===== src/design/cmr_pkg.sv =====
// Shared types and constants for the midpoint circle rasterizer.
// Used by the front end, the command queue, the pixel back end and the top level.
package cmr_pkg;

    localparam int IN_DATA_W  = 80;
    localparam int OUT_DATA_W = 80;
    localparam int OUT_USER_W = 2;

    localparam int CEN_W     = 15;
    localparam int RAD_W     = 12;
    localparam int COLOR_W   = 32;
    localparam int OFS_W     = 16;
    localparam int DIM_REG_W = 13;
    localparam int PIX_W     = 12;
    localparam int ADDR_W    = 24;
    localparam int STEP_W    = 14;
    localparam int DEC_W     = 18;
    // center plus offset plus step, signed
    localparam int CRD_W     = 18;

    localparam int CFG_IDX_W  = 2;
    localparam int CFG_DATA_W = 16;

    localparam int MAX_RADIUS         = 4095;
    localparam int MAX_SCREEN_DIM_DEF = 4096;

    localparam int QUEUE_DEPTH = 2;
    localparam int QCNT_W      = $clog2(QUEUE_DEPTH + 1);

    // decision variable constants of the midpoint method
    localparam int DEC_INIT = 3;
    localparam int DEC_DIAG = 10;
    localparam int DEC_AXIS = 6;

    localparam logic REQ_START   = 1'b0;
    localparam logic REQ_ADVANCE = 1'b1;

    localparam logic [CFG_IDX_W-1:0] REG_SCREEN_WIDTH  = 2'd0;
    localparam logic [CFG_IDX_W-1:0] REG_SCREEN_HEIGHT = 2'd1;
    localparam logic [CFG_IDX_W-1:0] REG_OFFSET_X      = 2'd2;
    localparam logic [CFG_IDX_W-1:0] REG_OFFSET_Y      = 2'd3;

    localparam logic [DIM_REG_W-1:0] SCREEN_WIDTH_RST  = 13'd1280;
    localparam logic [DIM_REG_W-1:0] SCREEN_HEIGHT_RST = 13'd720;

    // One drawing command: eight pixels around a base point, or a single
    // invisible result for a circle that lies off screen.
    typedef struct packed {
        logic                       single;
        logic signed [CRD_W-1:0]    base_x;
        logic signed [CRD_W-1:0]    base_y;
        logic signed [STEP_W-1:0]   step_x;
        logic signed [STEP_W-1:0]   step_y;
        logic [COLOR_W-1:0]         color;
        logic                       done;
    } cmr_cmd_t;

    typedef struct packed {
        logic              full;
        logic              empty;
        logic [QCNT_W-1:0] count;
    } cmr_qstat_t;

endpackage


===== src/design/cmr_front.sv =====
// Front end: accepts start and advance requests, runs the midpoint decision step
// and pushes one command per start or running-circle advance. Depends on cmr_pkg.
module cmr_front
    import cmr_pkg::*;
#(
    parameter int MAX_SCREEN_DIM = MAX_SCREEN_DIM_DEF
)
(
    input  logic                                        clk,
    input  logic                                        rst_n,
    input  logic                                        s_tvalid,
    output logic                                        s_tready,
    input  logic [IN_DATA_W-1:0]                        s_tdata,
    input  logic                                        s_tuser,
    input  logic signed [OFS_W-1:0]                     offset_x,
    input  logic signed [OFS_W-1:0]                     offset_y,
    input  logic [$clog2(MAX_SCREEN_DIM + 1)-1:0]       scr_w,
    input  logic [$clog2(MAX_SCREEN_DIM + 1)-1:0]       scr_h,
    input  logic                                        q_full,
    output logic                                        push,
    output cmr_cmd_t                                    cmd
);

    logic signed [CEN_W-1:0]  cen_x_reg, cen_x_next;
    logic signed [CEN_W-1:0]  cen_y_reg, cen_y_next;
    logic signed [STEP_W-1:0] step_x_reg, step_x_next;
    logic signed [STEP_W-1:0] step_y_reg, step_y_next;
    logic signed [DEC_W-1:0]  decision_reg, decision_next;
    logic [COLOR_W-1:0]       color_reg, color_next;
    logic                     lock_reg, lock_next;
    logic                     active_reg, active_next;

    logic                     accept;
    logic                     is_start;
    logic signed [CEN_W-1:0]  in_cx;
    logic signed [CEN_W-1:0]  in_cy;
    logic [RAD_W-1:0]         in_r;
    logic                     in_lock;
    logic [COLOR_W-1:0]       in_color;
    logic [RAD_W-1:0]         r_sat;

    logic signed [CRD_W-1:0]  cx_ext, cy_ext, r_ext, ox_ext, oy_ext, w_ext, h_ext;
    logic signed [CRD_W-1:0]  right_x, left_x, bottom_y, top_y;
    logic                     off_screen;

    logic signed [STEP_W-1:0] adv_x, adv_y;
    logic                     dec_pos;
    logic signed [DEC_W-1:0]  diff_ext, nx_ext;
    logic signed [DEC_W-1:0]  adv_dec;
    logic                     adv_done;

    logic                     use_lock;
    logic signed [CRD_W-1:0]  base_cx, base_cy;

    assign s_tready = !q_full;
    assign accept   = s_tvalid && s_tready;
    assign is_start = (s_tuser == REQ_START);

    assign in_cx    = s_tdata[14:0];
    assign in_cy    = s_tdata[29:15];
    assign in_r     = s_tdata[41:30];
    assign in_lock  = s_tdata[42];
    assign in_color = s_tdata[74:43];

    assign r_sat = (int'(in_r) > MAX_RADIUS) ? RAD_W'(MAX_RADIUS) : in_r;

    // Off-screen test always includes the scroll offset.
    assign cx_ext = CRD_W'(in_cx);
    assign cy_ext = CRD_W'(in_cy);
    assign r_ext  = signed'(CRD_W'(r_sat));
    assign ox_ext = CRD_W'(offset_x);
    assign oy_ext = CRD_W'(offset_y);
    assign w_ext  = signed'(CRD_W'(scr_w));
    assign h_ext  = signed'(CRD_W'(scr_h));

    assign right_x  = cx_ext + r_ext + ox_ext;
    assign left_x   = cx_ext - r_ext + ox_ext;
    assign bottom_y = cy_ext + r_ext + oy_ext;
    assign top_y    = cy_ext - r_ext + oy_ext;

    assign off_screen = right_x[CRD_W-1] || (left_x > w_ext)
                     || bottom_y[CRD_W-1] || (top_y > h_ext);

    // One midpoint step from the held point.
    assign adv_x    = step_x_reg + STEP_W'(1);
    assign dec_pos  = !decision_reg[DEC_W-1] && (decision_reg != '0);
    assign adv_y    = dec_pos ? (step_y_reg - STEP_W'(1)) : step_y_reg;
    assign diff_ext = DEC_W'(adv_x - adv_y);
    assign nx_ext   = DEC_W'(adv_x);
    assign adv_dec  = dec_pos ? (decision_reg + (diff_ext <<< 2) + DEC_W'(DEC_DIAG))
                              : (decision_reg + (nx_ext <<< 2) + DEC_W'(DEC_AXIS));
    assign adv_done = (adv_y < adv_x);

    always_comb
    begin
        cen_x_next    = cen_x_reg;
        cen_y_next    = cen_y_reg;
        step_x_next   = step_x_reg;
        step_y_next   = step_y_reg;
        decision_next = decision_reg;
        color_next    = color_reg;
        lock_next     = lock_reg;
        active_next   = active_reg;
        if (accept)
        begin
            if (is_start)
            begin
                cen_x_next  = in_cx;
                cen_y_next  = in_cy;
                color_next  = in_color;
                lock_next   = in_lock;
                active_next = !off_screen;
                if (!off_screen)
                begin
                    step_x_next   = '0;
                    step_y_next   = signed'(STEP_W'(r_sat));
                    decision_next = DEC_W'(DEC_INIT) - signed'(DEC_W'({r_sat, 1'b0}));
                end
            end
            else if (active_reg)
            begin
                step_x_next   = adv_x;
                step_y_next   = adv_y;
                decision_next = adv_dec;
                active_next   = !adv_done;
            end
        end
    end

    // Drop advances that arrive with no circle in progress.
    assign push = accept && (is_start || active_reg);

    assign use_lock = is_start ? in_lock : lock_reg;
    assign base_cx  = is_start ? cx_ext : CRD_W'(cen_x_reg);
    assign base_cy  = is_start ? cy_ext : CRD_W'(cen_y_reg);

    always_comb
    begin
        cmd.single = is_start && off_screen;
        cmd.base_x = use_lock ? base_cx : (base_cx + ox_ext);
        cmd.base_y = use_lock ? base_cy : (base_cy + oy_ext);
        cmd.step_x = step_x_next;
        cmd.step_y = step_y_next;
        cmd.color  = is_start ? in_color : color_reg;
        cmd.done   = is_start ? off_screen : adv_done;
    end

    always_ff @(posedge clk or negedge rst_n)
    begin
        if (!rst_n)
        begin
            cen_x_reg    <= '0;
            cen_y_reg    <= '0;
            step_x_reg   <= '0;
            step_y_reg   <= '0;
            decision_reg <= '0;
            color_reg    <= '0;
            lock_reg     <= 1'b0;
            active_reg   <= 1'b0;
        end
        else
        begin
            cen_x_reg    <= cen_x_next;
            cen_y_reg    <= cen_y_next;
            step_x_reg   <= step_x_next;
            step_y_reg   <= step_y_next;
            decision_reg <= decision_next;
            color_reg    <= color_next;
            lock_reg     <= lock_next;
            active_reg   <= active_next;
        end
    end

endmodule


===== src/design/cmr_queue.sv =====
// Short command queue between the front end and the pixel back end.
// Depends on cmr_pkg for the command type and depth.
module cmr_queue
    import cmr_pkg::*;
(
    input  logic        clk,
    input  logic        rst_n,
    input  logic        push,
    input  cmr_cmd_t    push_cmd,
    input  logic        pop,
    output cmr_cmd_t    head_cmd,
    output cmr_qstat_t  stat
);

    localparam int PTR_W = (QUEUE_DEPTH > 1) ? $clog2(QUEUE_DEPTH) : 1;

    cmr_cmd_t          entry_reg [QUEUE_DEPTH];
    logic [PTR_W-1:0]  wptr_reg, wptr_next;
    logic [PTR_W-1:0]  rptr_reg, rptr_next;
    logic [QCNT_W-1:0] count_reg, count_next;

    always_comb
    begin
        wptr_next  = wptr_reg;
        rptr_next  = rptr_reg;
        count_next = count_reg;
        if (push)
        begin
            wptr_next = (wptr_reg == PTR_W'(QUEUE_DEPTH - 1)) ? '0 : wptr_reg + PTR_W'(1);
        end
        if (pop)
        begin
            rptr_next = (rptr_reg == PTR_W'(QUEUE_DEPTH - 1)) ? '0 : rptr_reg + PTR_W'(1);
        end
        if (push && !pop)
        begin
            count_next = count_reg + QCNT_W'(1);
        end
        else if (pop && !push)
        begin
            count_next = count_reg - QCNT_W'(1);
        end
    end

    always_ff @(posedge clk or negedge rst_n)
    begin
        if (!rst_n)
        begin
            wptr_reg  <= '0;
            rptr_reg  <= '0;
            count_reg <= '0;
        end
        else
        begin
            wptr_reg  <= wptr_next;
            rptr_reg  <= rptr_next;
            count_reg <= count_next;
        end
    end

    always_ff @(posedge clk)
    begin
        if (push)
        begin
            entry_reg[wptr_reg] <= push_cmd;
        end
    end

    assign head_cmd   = entry_reg[rptr_reg];
    assign stat.full  = (count_reg == QCNT_W'(QUEUE_DEPTH));
    assign stat.empty = (count_reg == '0);
    assign stat.count = count_reg;

endmodule


===== src/design/cmr_back.sv =====
// Pixel back end: walks the eight symmetric points of a command (one if single),
// clips them, forms the frame buffer address in a two-stage pipeline. Uses cmr_pkg.
module cmr_back
    import cmr_pkg::*;
#(
    parameter int MAX_SCREEN_DIM = MAX_SCREEN_DIM_DEF
)
(
    input  logic                                    clk,
    input  logic                                    rst_n,
    input  logic                                    cmd_valid,
    input  cmr_cmd_t                                cmd,
    output logic                                    cmd_pop,
    input  logic [$clog2(MAX_SCREEN_DIM + 1)-1:0]   scr_w,
    input  logic [$clog2(MAX_SCREEN_DIM + 1)-1:0]   scr_h,
    output logic                                    m_tvalid,
    input  logic                                    m_tready,
    output logic [OUT_DATA_W-1:0]                   m_tdata,
    output logic [OUT_USER_W-1:0]                   m_tuser,
    output logic                                    m_tlast
);

    localparam int DIM_W = $clog2(MAX_SCREEN_DIM + 1);
    localparam int CW    = $clog2(MAX_SCREEN_DIM);
    localparam int PW    = CW + DIM_W;
    localparam int EXT_W = (PW > ADDR_W) ? PW : ADDR_W;

    logic [2:0]               k_reg, k_next;
    logic                     s1_valid_reg, s1_valid_next;
    logic [CW-1:0]            s1_x_reg;
    logic [CW-1:0]            s1_y_reg;
    logic                     s1_vis_reg;
    logic [COLOR_W-1:0]       s1_color_reg;
    logic                     s1_last_reg;
    logic                     s1_done_reg;

    logic                     out_valid_reg, out_valid_next;
    logic [PIX_W-1:0]         out_x_reg;
    logic [PIX_W-1:0]         out_y_reg;
    logic [ADDR_W-1:0]        out_addr_reg;
    logic [COLOR_W-1:0]       out_color_reg;
    logic                     out_vis_reg;
    logic                     out_last_reg;
    logic                     out_done_reg;

    logic                     s2_adv;
    logic                     s1_adv;
    logic                     issue;
    logic                     last_pix;
    logic signed [STEP_W-1:0] dx, dy;
    logic signed [CRD_W-1:0]  dx_ext, dy_ext;
    logic signed [CRD_W-1:0]  px, py;
    logic signed [CRD_W-1:0]  w_ext, h_ext;
    logic                     vis;
    logic [EXT_W-1:0]         addr_full;

    assign s2_adv   = !out_valid_reg || m_tready;
    assign s1_adv   = !s1_valid_reg || s2_adv;
    assign issue    = cmd_valid && s1_adv;
    assign last_pix = cmd.single || (k_reg == 3'd7);
    assign cmd_pop  = issue && last_pix;

    always_comb
    begin
        k_next = k_reg;
        if (issue)
        begin
            k_next = last_pix ? 3'd0 : (k_reg + 3'd1);
        end
    end

    // Upper four points swap the roles of x and y; bit 0 mirrors x, bit 1 mirrors y.
    assign dx     = k_reg[2] ? $signed(cmd.step_y) : $signed(cmd.step_x);
    assign dy     = k_reg[2] ? $signed(cmd.step_x) : $signed(cmd.step_y);
    assign dx_ext = CRD_W'(dx);
    assign dy_ext = CRD_W'(dy);
    assign px     = $signed(cmd.base_x) + (k_reg[0] ? -dx_ext : dx_ext);
    assign py     = $signed(cmd.base_y) + (k_reg[1] ? -dy_ext : dy_ext);
    assign w_ext  = signed'(CRD_W'(scr_w));
    assign h_ext  = signed'(CRD_W'(scr_h));
    assign vis    = !cmd.single && !px[CRD_W-1] && (px < w_ext)
                 && !py[CRD_W-1] && (py < h_ext);

    always_comb
    begin
        s1_valid_next = s1_valid_reg;
        if (issue)
        begin
            s1_valid_next = 1'b1;
        end
        else if (s2_adv)
        begin
            s1_valid_next = 1'b0;
        end
    end

    always_comb
    begin
        out_valid_next = out_valid_reg;
        if (s2_adv)
        begin
            out_valid_next = s1_valid_reg;
        end
    end

    // Hidden pixels carry zero coordinates, so their address comes out zero too.
    assign addr_full = EXT_W'(s1_x_reg) + EXT_W'(s1_y_reg) * EXT_W'(scr_w);

    always_ff @(posedge clk or negedge rst_n)
    begin
        if (!rst_n)
        begin
            k_reg         <= '0;
            s1_valid_reg  <= 1'b0;
            out_valid_reg <= 1'b0;
        end
        else
        begin
            k_reg         <= k_next;
            s1_valid_reg  <= s1_valid_next;
            out_valid_reg <= out_valid_next;
        end
    end

    always_ff @(posedge clk)
    begin
        if (issue)
        begin
            s1_x_reg     <= vis ? px[CW-1:0] : '0;
            s1_y_reg     <= vis ? py[CW-1:0] : '0;
            s1_vis_reg   <= vis;
            s1_color_reg <= cmd.color;
            s1_last_reg  <= last_pix;
            s1_done_reg  <= cmd.done;
        end
        if (s2_adv && s1_valid_reg)
        begin
            out_x_reg     <= PIX_W'(s1_x_reg);
            out_y_reg     <= PIX_W'(s1_y_reg);
            out_addr_reg  <= addr_full[ADDR_W-1:0];
            out_color_reg <= s1_color_reg;
            out_vis_reg   <= s1_vis_reg;
            out_last_reg  <= s1_last_reg;
            out_done_reg  <= s1_done_reg;
        end
    end

    assign m_tvalid = out_valid_reg;
    assign m_tdata  = {out_color_reg, out_addr_reg, out_y_reg, out_x_reg};
    assign m_tuser  = {out_done_reg, out_vis_reg};
    assign m_tlast  = out_last_reg;

endmodule


===== src/design/midpoint_circle_rasterizer.sv =====
// Top level of the midpoint circle rasterizer: configuration registers,
// front end, command queue and pixel back end. Depends on cmr_pkg.
//
// Usage:
//   Input stream s_*: s_tuser selects start (0) or advance (1); s_tdata
//   carries center, radius, lock flag and color, used on start only.
//   A start of an off-screen circle yields one invisible result that closes
//   the circle; any other start, and each advance while a circle is running,
//   yields eight pixel transfers, the eighth marked by m_tlast. An advance
//   with no circle running yields nothing.
//   Output stream m_*: pixel column, row, frame buffer address and color in
//   m_tdata; m_tuser carries visible and circle_done.
//   Configuration: cfg_valid/cfg_index/cfg_data write screen width, height
//   and scroll offsets; cfg_ready is always high.
// Timing:
//   m_tvalid for the first pixel of a request rises once its command has passed
//   the queue entry, the s1 stage registers and the output registers.
//   The back end issues one pixel per cycle while m_tready lets it; a two-entry
//   command queue lets the next request be taken while the current one is drawn.
//   When m_tready is low the output and pipeline registers hold; once the
//   queue fills, s_tready drops. Reset clears control state but not data
//   registers, and restores the defaults (width 1280, height 720, offsets 0).
module midpoint_circle_rasterizer
    import cmr_pkg::*;
#(
    parameter int MAX_SCREEN_DIM = MAX_SCREEN_DIM_DEF
)
(
    input  logic                    clk,
    input  logic                    rst_n,
    input  logic                    s_tvalid,
    output logic                    s_tready,
    // [14:0] center_x, [29:15] center_y, [41:30] radius, [42] lock_to_screen,
    // [74:43] pen_color, [79:75] zero
    input  logic [IN_DATA_W-1:0]    s_tdata,
    // [0] req_type
    input  logic                    s_tuser,
    output logic                    m_tvalid,
    input  logic                    m_tready,
    // [11:0] pix_x, [23:12] pix_y, [47:24] pix_addr, [79:48] pix_color
    output logic [OUT_DATA_W-1:0]   m_tdata,
    // [0] visible, [1] circle_done
    output logic [OUT_USER_W-1:0]   m_tuser,
    output logic                    m_tlast,
    input  logic                    cfg_valid,
    output logic                    cfg_ready,
    input  logic [CFG_IDX_W-1:0]    cfg_index,
    input  logic [CFG_DATA_W-1:0]   cfg_data
);

    localparam int DIM_W = $clog2(MAX_SCREEN_DIM + 1);

    logic [DIM_REG_W-1:0]    scr_w_reg, scr_w_next;
    logic [DIM_REG_W-1:0]    scr_h_reg, scr_h_next;
    logic signed [OFS_W-1:0] ofs_x_reg, ofs_x_next;
    logic signed [OFS_W-1:0] ofs_y_reg, ofs_y_next;

    logic [DIM_W-1:0]        eff_w, eff_h;
    logic                    q_push;
    logic                    q_pop;
    cmr_cmd_t                push_cmd;
    cmr_cmd_t                head_cmd;
    cmr_qstat_t              q_stat;

    assign cfg_ready = 1'b1;

    always_comb
    begin
        scr_w_next = scr_w_reg;
        scr_h_next = scr_h_reg;
        ofs_x_next = ofs_x_reg;
        ofs_y_next = ofs_y_reg;
        if (cfg_valid && cfg_ready)
        begin
            case (cfg_index)
                REG_SCREEN_WIDTH:  scr_w_next = cfg_data[DIM_REG_W-1:0];
                REG_SCREEN_HEIGHT: scr_h_next = cfg_data[DIM_REG_W-1:0];
                REG_OFFSET_X:      ofs_x_next = cfg_data;
                REG_OFFSET_Y:      ofs_y_next = cfg_data;
                default:           scr_w_next = scr_w_reg;
            endcase
        end
    end

    always_ff @(posedge clk or negedge rst_n)
    begin
        if (!rst_n)
        begin
            scr_w_reg <= SCREEN_WIDTH_RST;
            scr_h_reg <= SCREEN_HEIGHT_RST;
            ofs_x_reg <= '0;
            ofs_y_reg <= '0;
        end
        else
        begin
            scr_w_reg <= scr_w_next;
            scr_h_reg <= scr_h_next;
            ofs_x_reg <= ofs_x_next;
            ofs_y_reg <= ofs_y_next;
        end
    end

    // Saturate screen dimensions to the largest supported size.
    assign eff_w = (int'(scr_w_reg) > MAX_SCREEN_DIM) ? DIM_W'(MAX_SCREEN_DIM)
                                                      : DIM_W'(scr_w_reg);
    assign eff_h = (int'(scr_h_reg) > MAX_SCREEN_DIM) ? DIM_W'(MAX_SCREEN_DIM)
                                                      : DIM_W'(scr_h_reg);

    cmr_front #(
        .MAX_SCREEN_DIM (MAX_SCREEN_DIM)
    ) u_front (
        .clk      (clk),
        .rst_n    (rst_n),
        .s_tvalid (s_tvalid),
        .s_tready (s_tready),
        .s_tdata  (s_tdata),
        .s_tuser  (s_tuser),
        .offset_x (ofs_x_reg),
        .offset_y (ofs_y_reg),
        .scr_w    (eff_w),
        .scr_h    (eff_h),
        .q_full   (q_stat.full),
        .push     (q_push),
        .cmd      (push_cmd)
    );

    cmr_queue u_queue (
        .clk      (clk),
        .rst_n    (rst_n),
        .push     (q_push),
        .push_cmd (push_cmd),
        .pop      (q_pop),
        .head_cmd (head_cmd),
        .stat     (q_stat)
    );

    cmr_back #(
        .MAX_SCREEN_DIM (MAX_SCREEN_DIM)
    ) u_back (
        .clk       (clk),
        .rst_n     (rst_n),
        .cmd_valid (!q_stat.empty),
        .cmd       (head_cmd),
        .cmd_pop   (q_pop),
        .scr_w     (eff_w),
        .scr_h     (eff_h),
        .m_tvalid  (m_tvalid),
        .m_tready  (m_tready),
        .m_tdata   (m_tdata),
        .m_tuser   (m_tuser),
        .m_tlast   (m_tlast)
    );

    // A start always leaves a command waiting for the back end.
    assert property (@(posedge clk) disable iff (!rst_n)
        (s_tvalid && s_tready && (s_tuser == REQ_START)) |=> !q_stat.empty)
        else $error("start transfer did not queue a command");

    // Hidden pixels report zero coordinates and address.
    assert property (@(posedge clk) disable iff (!rst_n)
        (m_tvalid && !m_tuser[0]) |-> (m_tdata[47:0] == '0))
        else $error("hidden pixel with nonzero position");

    assert property (@(posedge clk) disable iff (!rst_n)
        (q_stat.count <= QCNT_W'(QUEUE_DEPTH)) && !(q_push && q_stat.full))
        else $error("command queue overflow");

endmodule


===== config.mk =====
export PLATFORM = sky130hd
export DESIGN_NAME = midpoint_circle_rasterizer
export DESIGN_NICKNAME = d
export VERILOG_FILES = /design/src/design/cmr_pkg.sv /design/src/design/cmr_front.sv /design/src/design/cmr_queue.sv /design/src/design/cmr_back.sv /design/src/design/midpoint_circle_rasterizer.sv
export SDC_FILE = /design/constraint.sdc
export NUM_CORES = 2
export LEC_CHECK = 0
export ABC_AREA = 0
export BUFFER_PORTS_ARGS = -buffer_cell sky130_fd_sc_hd__buf_2
export CORE_ASPECT_RATIO = 1.2
export CORE_MARGIN = 1.5
export CORE_UTILIZATION = 45
export DETAILED_ROUTE_END_ITERATION = 8
export GPL_TIMING_DRIVEN = 1
export SYNTH_ARGS = -nofsm -noshare
export SYNTH_HDL_FRONTEND = slang
export SYNTH_SLANG_ARGS = --single-unit

===== constraint.sdc =====
create_clock -name clk -period 16.58 [get_ports clk]
set_input_delay 0.829 -clock clk [delete_from_list [all_inputs] [get_ports clk]]
set_output_delay 0.829 -clock clk [all_outputs]
set_load 0.1 [all_outputs]

Yosys cells after proc, flatten, opt, wreduce, memory -nomap -nowiden

Memories as Yosys holds them, arrays and structs flattened.
Index checks and enable logic that the tools add are counted.

Add/sub/neg operators: 28
Bitwise logic cells: 1
Magnitude comparators: 7
Multiplexer cells: 37
Multipliers: 1
Equality and inequality tests: 7
Reduce and logical (&&, ||, !) cells: 43

Operators with widths:

| cell                    | count |
|---|---|
| $mux W18                | 10 |
| $mux W14                | 11 |
| $add A16 B16 Y17        | 4 |
| $add A18 B16 Y18        | 3 |
| $add A18 B18 Y18        | 3 |
| $gt A18 B14 Y1          | 2 |
| $lt A18 B14 Y1          | 2 |
| $neg A14 Y18            | 2 |
| $add A15 B13 Y16        | 2 |
| $mux W32                | 1 |
| $sub A15 B13 Y16        | 2 |
| $gt A13 B13 Y1 const B  | 2 |
| $mux W13                | 2 |
| $add A12 B24 Y24        | 1 |
| $mul A12 B13 Y24        | 1 |
| $add A18 B4 Y18 const B | 1 |
| $add A18 B5 Y18 const B | 1 |
| $reduce_bool A18 Y1     | 1 |
| $sub A14 B14 Y15        | 1 |
| $add A14 B2 Y14 const B | 1 |
| $lt A14 B14 Y1          | 1 |
| $sub A14 B2 Y14 const B | 1 |
| $sub A2 B13 Y14 const A | 1 |
| $logic_and A1 B1 Y1     | 13 |
| other kinds (19)        | 55 |

Input port bits: 104
Bits in registers: 319
Bits in writable memories: 196
Memories kept: 1

Memory list:

| memory            | words | width | rd ports | clocked after Yosys merged registers in | write ports | line            | RTL |
|---|---|---|---|---|---|---|---|
| u_queue.entry_reg | 2     | 98    | 1        | 0                                       | 1           | cmr_queue.sv:17 | `cmr_cmd_t entry_reg [QUEUE_DEPTH];` |

Logic depth before layout (Yosys ltp)

An unclocked memory read counts as a cell.

Depth in word-level cells: 10
Mapped depth: 28

Hierarchy

A second synthesis with hierarchy kept.

Cell total of the unflattened synthesis: 3569
Area, all modules: 38137.8 µm²

Modules (own cells, without submodules):

| module                     | cells each | instances | sequential area each (µm²) | area each (µm²) |
|---|---|---|---|---|
| cmr_front                  | 1751       | 1         | 2752.6                     | 14764.2 |
| cmr_back                   | 1342       | 1         | 4389.2                     | 13728.2 |
| cmr_queue                  | 321        | 1         | 5985.7                     | 7287.0 |
| midpoint_circle_rasterizer | 155        | 1         | 1458.9                     | 2358.5 |

Worst setup path before layout

Ideal clock, no wire load.

Kind: flip-flop to flip-flop
Start: register u_queue.count_reg[0]
End: memory u_queue.entry_reg[0][0] in the netlist's numbering, enable pin
Data arrival time: 6448 ps
Path buffers: 3
Stages on the path, launching flop included: 8
Clock period less this slack: 7004 ps
Path slack: 9576 ps
Path through: dfrtp_1 > nand2b_1 > and2_1 > clkbuf_1 > clkbuf_1 > clkbuf_1 > nand2_1 > nor2_1

Cells in the longest elaborated chain, start to end: 6

Ends and longest elaborated chain:

| what                          | line                             | RTL |
|---|---|---|
| from (decl)                   | cmr_queue.sv:20                  | `logic [QCNT_W-1:0] count_reg, count_next;` |
| from (signal assigned)        | cmr_queue.sv:57                  | `count_reg <= count_next;` |
| $eq A2 B2 Y1                  | cmr_queue.sv:70                  | `assign stat.full = (count_reg == QCNT_W'(QUEUE_DEPTH));` |
| $logic_not A1 Y1              | cmr_front.sv:55                  | `assign s_tready = !q_full;` |
| named net s_tready            | midpoint_circle_rasterizer.sv:32 | `output logic s_tready,` |
| $logic_and A1 B1 Y1           | cmr_front.sv:56                  | `assign accept = s_tvalid && s_tready;` |
| $logic_and A1 B1 Y1           | cmr_front.sv:131                 | `assign push = accept && (is_start \|\| active_reg);` |
| $mux W1                       | cmr_queue.sv:63                  | `if (push)` |
| $mux W1 (implied by the code) | cmr_queue.sv:65                  | `entry_reg[wptr_reg] <= push_cmd;` |
| to (decl)                     | cmr_queue.sv:17                  |  |

The timed path passes the listed nets, and every way through them passes these cells.

Worst setup path in the final report

Start: register u_queue.rptr_reg
End: register u_back.s1_x_reg[4], data pin

Elaborated cells between the ends (all ways): 18
Classes of those cells: 4 x add/sub; 2 x order compare; 4 x mux; 7 x reduce/logical; 1 x memory

RTL lines:

| what                                  | line            | RTL |
|---|---|---|
| from (decl)                           | cmr_queue.sv:19 | `logic [PTR_W-1:0] rptr_reg, rptr_next;` |
| from (signal assigned)                | cmr_queue.sv:56 | `rptr_reg <= rptr_next;` |
| $mem_v2 Z2 W98 (*)                    | -               |  |
| $mux W14                              | cmr_back.sv:73  | `assign dx = k_reg[2] ? $signed(cmd.step_y) : $signed(cmd.step_x);` |
| $neg A14 Y18                          | cmr_back.sv:77  | `assign px = $signed(cmd.base_x) + (k_reg[0] ? -dx_ext : dx_ext);` |
| $mux W18                              | cmr_back.sv:77  |  |
| $add A18 B18 Y18 (*)                  | cmr_back.sv:77  |  |
| named net u_back.px[11]               | cmr_back.sv:52  | `logic signed [CRD_W-1:0] px, py;` |
| $lt A18 B14 Y1 (*)                    | cmr_back.sv:81  | `assign vis = !cmd.single && !px[CRD_W-1] && (px < w_ext)` |
| $logic_and A1 B1 Y1 (*)               | cmr_back.sv:81  |  |
| $logic_and A1 B1 Y1 (*) (2 in series) | cmr_back.sv:82  | `&& !py[CRD_W-1] && (py < h_ext);` |
| to (signal assigned)                  | cmr_back.sv:129 | `s1_x_reg <= vis ? px[CW-1:0] : '0;` |
| to (decl)                             | cmr_back.sv:30  | `logic [CW-1:0] s1_x_reg;` |

The timed path passes the listed nets; every way through them passes the cells marked *.
A chain may end at the register's enable or synchronous reset.

==> reports/metrics.yaml <==
outcome:
  outcome: "finished clean"
cts:
  cts_buffers: 55
  h-tree-depth: 2
  cts_buffer_depth: 3
  path_clk_slew_ns: 0.06
  ctsResizeCount: 0
  cts_root_buf: "clkbuf_16"
  post_cts_buffers: 0
  clkLatencyLatePin_ns: 0.64
  cts_tree: "done"
  postCtsHoldBufs: 0
  clock-sinks: 515
hold_path:
  hold_class: "in -> async"
place:
  portBuffers: 183
  hpwlAfterDp_mm: 71.5
  gp_congestion: 0.902
timing:
  finalClockSkew_ns: 0.0176
  finalHoldViolations: 0
  final_max_slew_viol_count: 0
  fmax_ghz: 0.127
  timing.final.crit_period_ns: 7.85
  setup_tns_ns: 0
  slew_headroom_pct: 25.0
  finalCritPeriodShare_pct: 47.4
  grt_setup_unrepaired: "no"
  tightest_slew_ns: 1.12
  setup_viol: 0
global_routing:
  grt_pass1_vias: 25431
  grt_util_all_layers_pct: 22.5
  grt-ovfl-total: 0
  grt_pass1_wl_mm: 146
  grt_start_max_net_pins: 70
  antenna_found_initial: 5
floorplan:
  start_util_pct: 45.4
  dieArea_um2: 84200
  dieWidth_um: 265
  die_y_um: 317
  core_um2: 81700
  rows: 115
  io_pins: 190
routing:
  drt_iter0_drc: 1515
  vias: 25596
  vias_per_cell: 5.44
  wire_per_inst_um: 20.0
  wirelength_mm: 94.2
  drtAntennaViolNets: 0
  dr.pass1.iters: 5
  drc: 0
synth:
  async_reset_ff_share_pct: 34.4
  synthFlopType: "edfxtp_1"
  synth.top_cell.area_share_pct: 27.4
  yosysSeqAreaShare_pct: 39.3
  synth-edff-count: 338
  syn_area_um2: 37100
  synth_nets: 4070
  yosysTopAreaCell: "edfxtp_1"
  synth_area_leaders: "edfxtp_1 27%, ha_1 12%, dfrtp_1 12%, fa_1 9.4%, mux2_2 6.2%"
  synthCells: 3446
  ys_ff_latch: 515
  avgSynthCellArea_um2: 10.8
  yosysWarnings: 0
  synth_cell_types: 80
final_layout:
  area_growth_pct: 10.7
  largest_reg_flops: 196
  n_fill_cell: 7442
  layout-drive-gt1-share_pct: 15.5
  final_nets: 4231
critical_path:
  worstPathArrival_ns: 8.29
  end_kind: "flip-flop"
  critPathLaunchType: "flip-flop"
  worstPathRequired_ns: 17.02
  critPathKind: "reg -> reg"
  crit_fanout: 29
run:
  maxCapViolCount: 0
## worst max-delay path, cell delays in order, from the launching register on
cell and delay [ns]:
dfrtp_4 0.71, buf_4 0.49, mux4_2 0.63, inv_1 0.10, ha_1 0.16, nand2_1 0.06
or3_1 0.39, or2_2 0.29, o21ai_0 0.19, xnor2_1 0.19, ha_1 0.32, a21o_1 0.18
a31oi_1 0.27, o21ai_0 0.14, a21oi_1 0.18, xor2_1 0.31, inv_1 0.08, ha_1 0.32
and4_1 0.20, o2111ai_1 0.09, a21oi_1 0.08, o31ai_1 0.35, o2111ai_1 0.19, or4_1 0.45
a2111oi_2 0.41, nand4_4 0.43, a211oi_1 0.39
## per-stage QoR
step / util [%] / setup slack (ns) / hold slack [ns] / std cells / cell area [µm²]
2_1_floorplan: - / 9.58 / 0.400 / 3446 / 37100
3_3_place_gp: 47.9 / 8.64 / 0.402 / 4603 / 39200
3_5_place_dp: 47.9 / 8.63 / 0.405 / 4603 / 39200
4_1_cts: 50.2 / 8.57 / 0.206 / 4707 / 41000
5_1_grt: 50.2 / 8.11 / 0.229 / 4708 / 41000
6_report: 50.2 / 8.73 / 0.208 / 4709 / 41000
## cells in the mapped netlist, types with 8 or more instances
cell,count
a211oi_1,30
a21o_1,43
a21oi_1,146
a22o_1,11
a31oi_1,20
a41oi_1,11
and2_1,91
and3_1,17
buf_1,16
clkbuf_1,79
dfrtp_1,171
edfxtp_1,338
fa_1,175
ha_1,345
inv_1,431
mux2_2,205
mux2i_1,12
mux4_2,28
nand2_1,283
nand2b_1,32
nand3_1,49
nand4_1,17
nor2_1,168
nor2b_1,42
nor3_1,40
nor4_1,14
o211ai_1,25
o21a_1,26
o21ai_0,185
o31a_1,8
o31ai_1,18
or2_2,11
or3_1,23
or4_1,10
xnor2_1,122
xor2_1,72
## logic make-up after synthesis
kind of cell               synth area share (%)
and+or+nand+nor                            10.6
AOI/OAI and AO/OA                          10.6
buffers and inverters                      5.58
adders and majority gates                  21.1
DFF                                        39.3
muxes                                      8.25
xor gates and xnor gates                   4.58
other                                    0.0101
## layout by cell type, fill, tap and decap left out, types with 14 or more instances in the layout
cell type  Yosys  routed
nor2b_1       42      42
and3_1        17      16
buf_4          3      29
xnor2_1      122     122
clkbuf_1      79      15
a21o_1        43      43
mux2_2       205     205
o21ai_0      185     185
o211ai_1      25      25
a31oi_1       20      20
or3_1         23      23
a21oi_1      146     146
nor2_1       168     166
buf_2          7     181
xor2_1        72      72
and2_1        91      89
nand3_1       49      49
inv_1        431     430
nand4_1       17      17
nor3_1        40      40
ha_1         345     345
o31ai_1       18      18
dfrtp_1      171     170
o21a_1        26      26
mux4_2        28      28
nand2_1      283     283
clkbuf_16      0      55
a211oi_1      30      30
nand2b_1      32      31
nor4_1        14      14
edfxtp_1     338     338
fa_1         175     175
## area by class of cell
| type | count | area (µm²) | area share, % |
|---|---|---|---|
| Timing Repair Buffer | 212 | 1150 | 2.80 |
| Multi-Input combinational cell | 2391 | 20500 | 49.9 |
| Tap cell | 1053 | 1320 | 3.21 |
| Antenna cell | 2 | 5.00 | 0.0122 |
| Inverter | 432 | 1620 | 3.95 |
| Clock inverter | 31 | 400 | 0.976 |
| Clock buffer | 73 | 1470 | 3.59 |
| Sequential cell | 515 | 14600 | 35.5 |
## path summary, 6_finish.rpt
check | start | end | slack (ns) | depth (start not counted)
max | u_queue.rptr_reg | u_back.s1_x_reg[4] | 8.73 | 26
min | rst_n | u_front.color_reg[4] | 0.21 | 1
max reg2reg | u_queue.rptr_reg | u_back.s1_x_reg[4] | 8.73 | 26
min reg2reg | u_back.s1_last_reg | u_back.m_tlast | 0.41 | 0
max in group asynchronous | rst_n | scr_h_reg[11] | 14.19 | 3
min in group clk | u_back.s1_last_reg | u_back.m_tlast | 0.41 | 0
## layer usage
| layer | global-route usage [%] | up-vias | routed length [µm] |
|---|---|---|---|
| met5 | 0 | - | 0 |
| met4 | 7.80 | 0 | 3290 |
| met3 | 2.35 | 134 | 3450 |
| met2 | 39.6 | 539 | 46800 |
| met1 | 28.7 | 12565 | 40700 |
| li1 | - | 12358 | - |
Power is not shown: default switching activity piles up to over one toggle a cycle in this logic, so the estimate is an artifact.
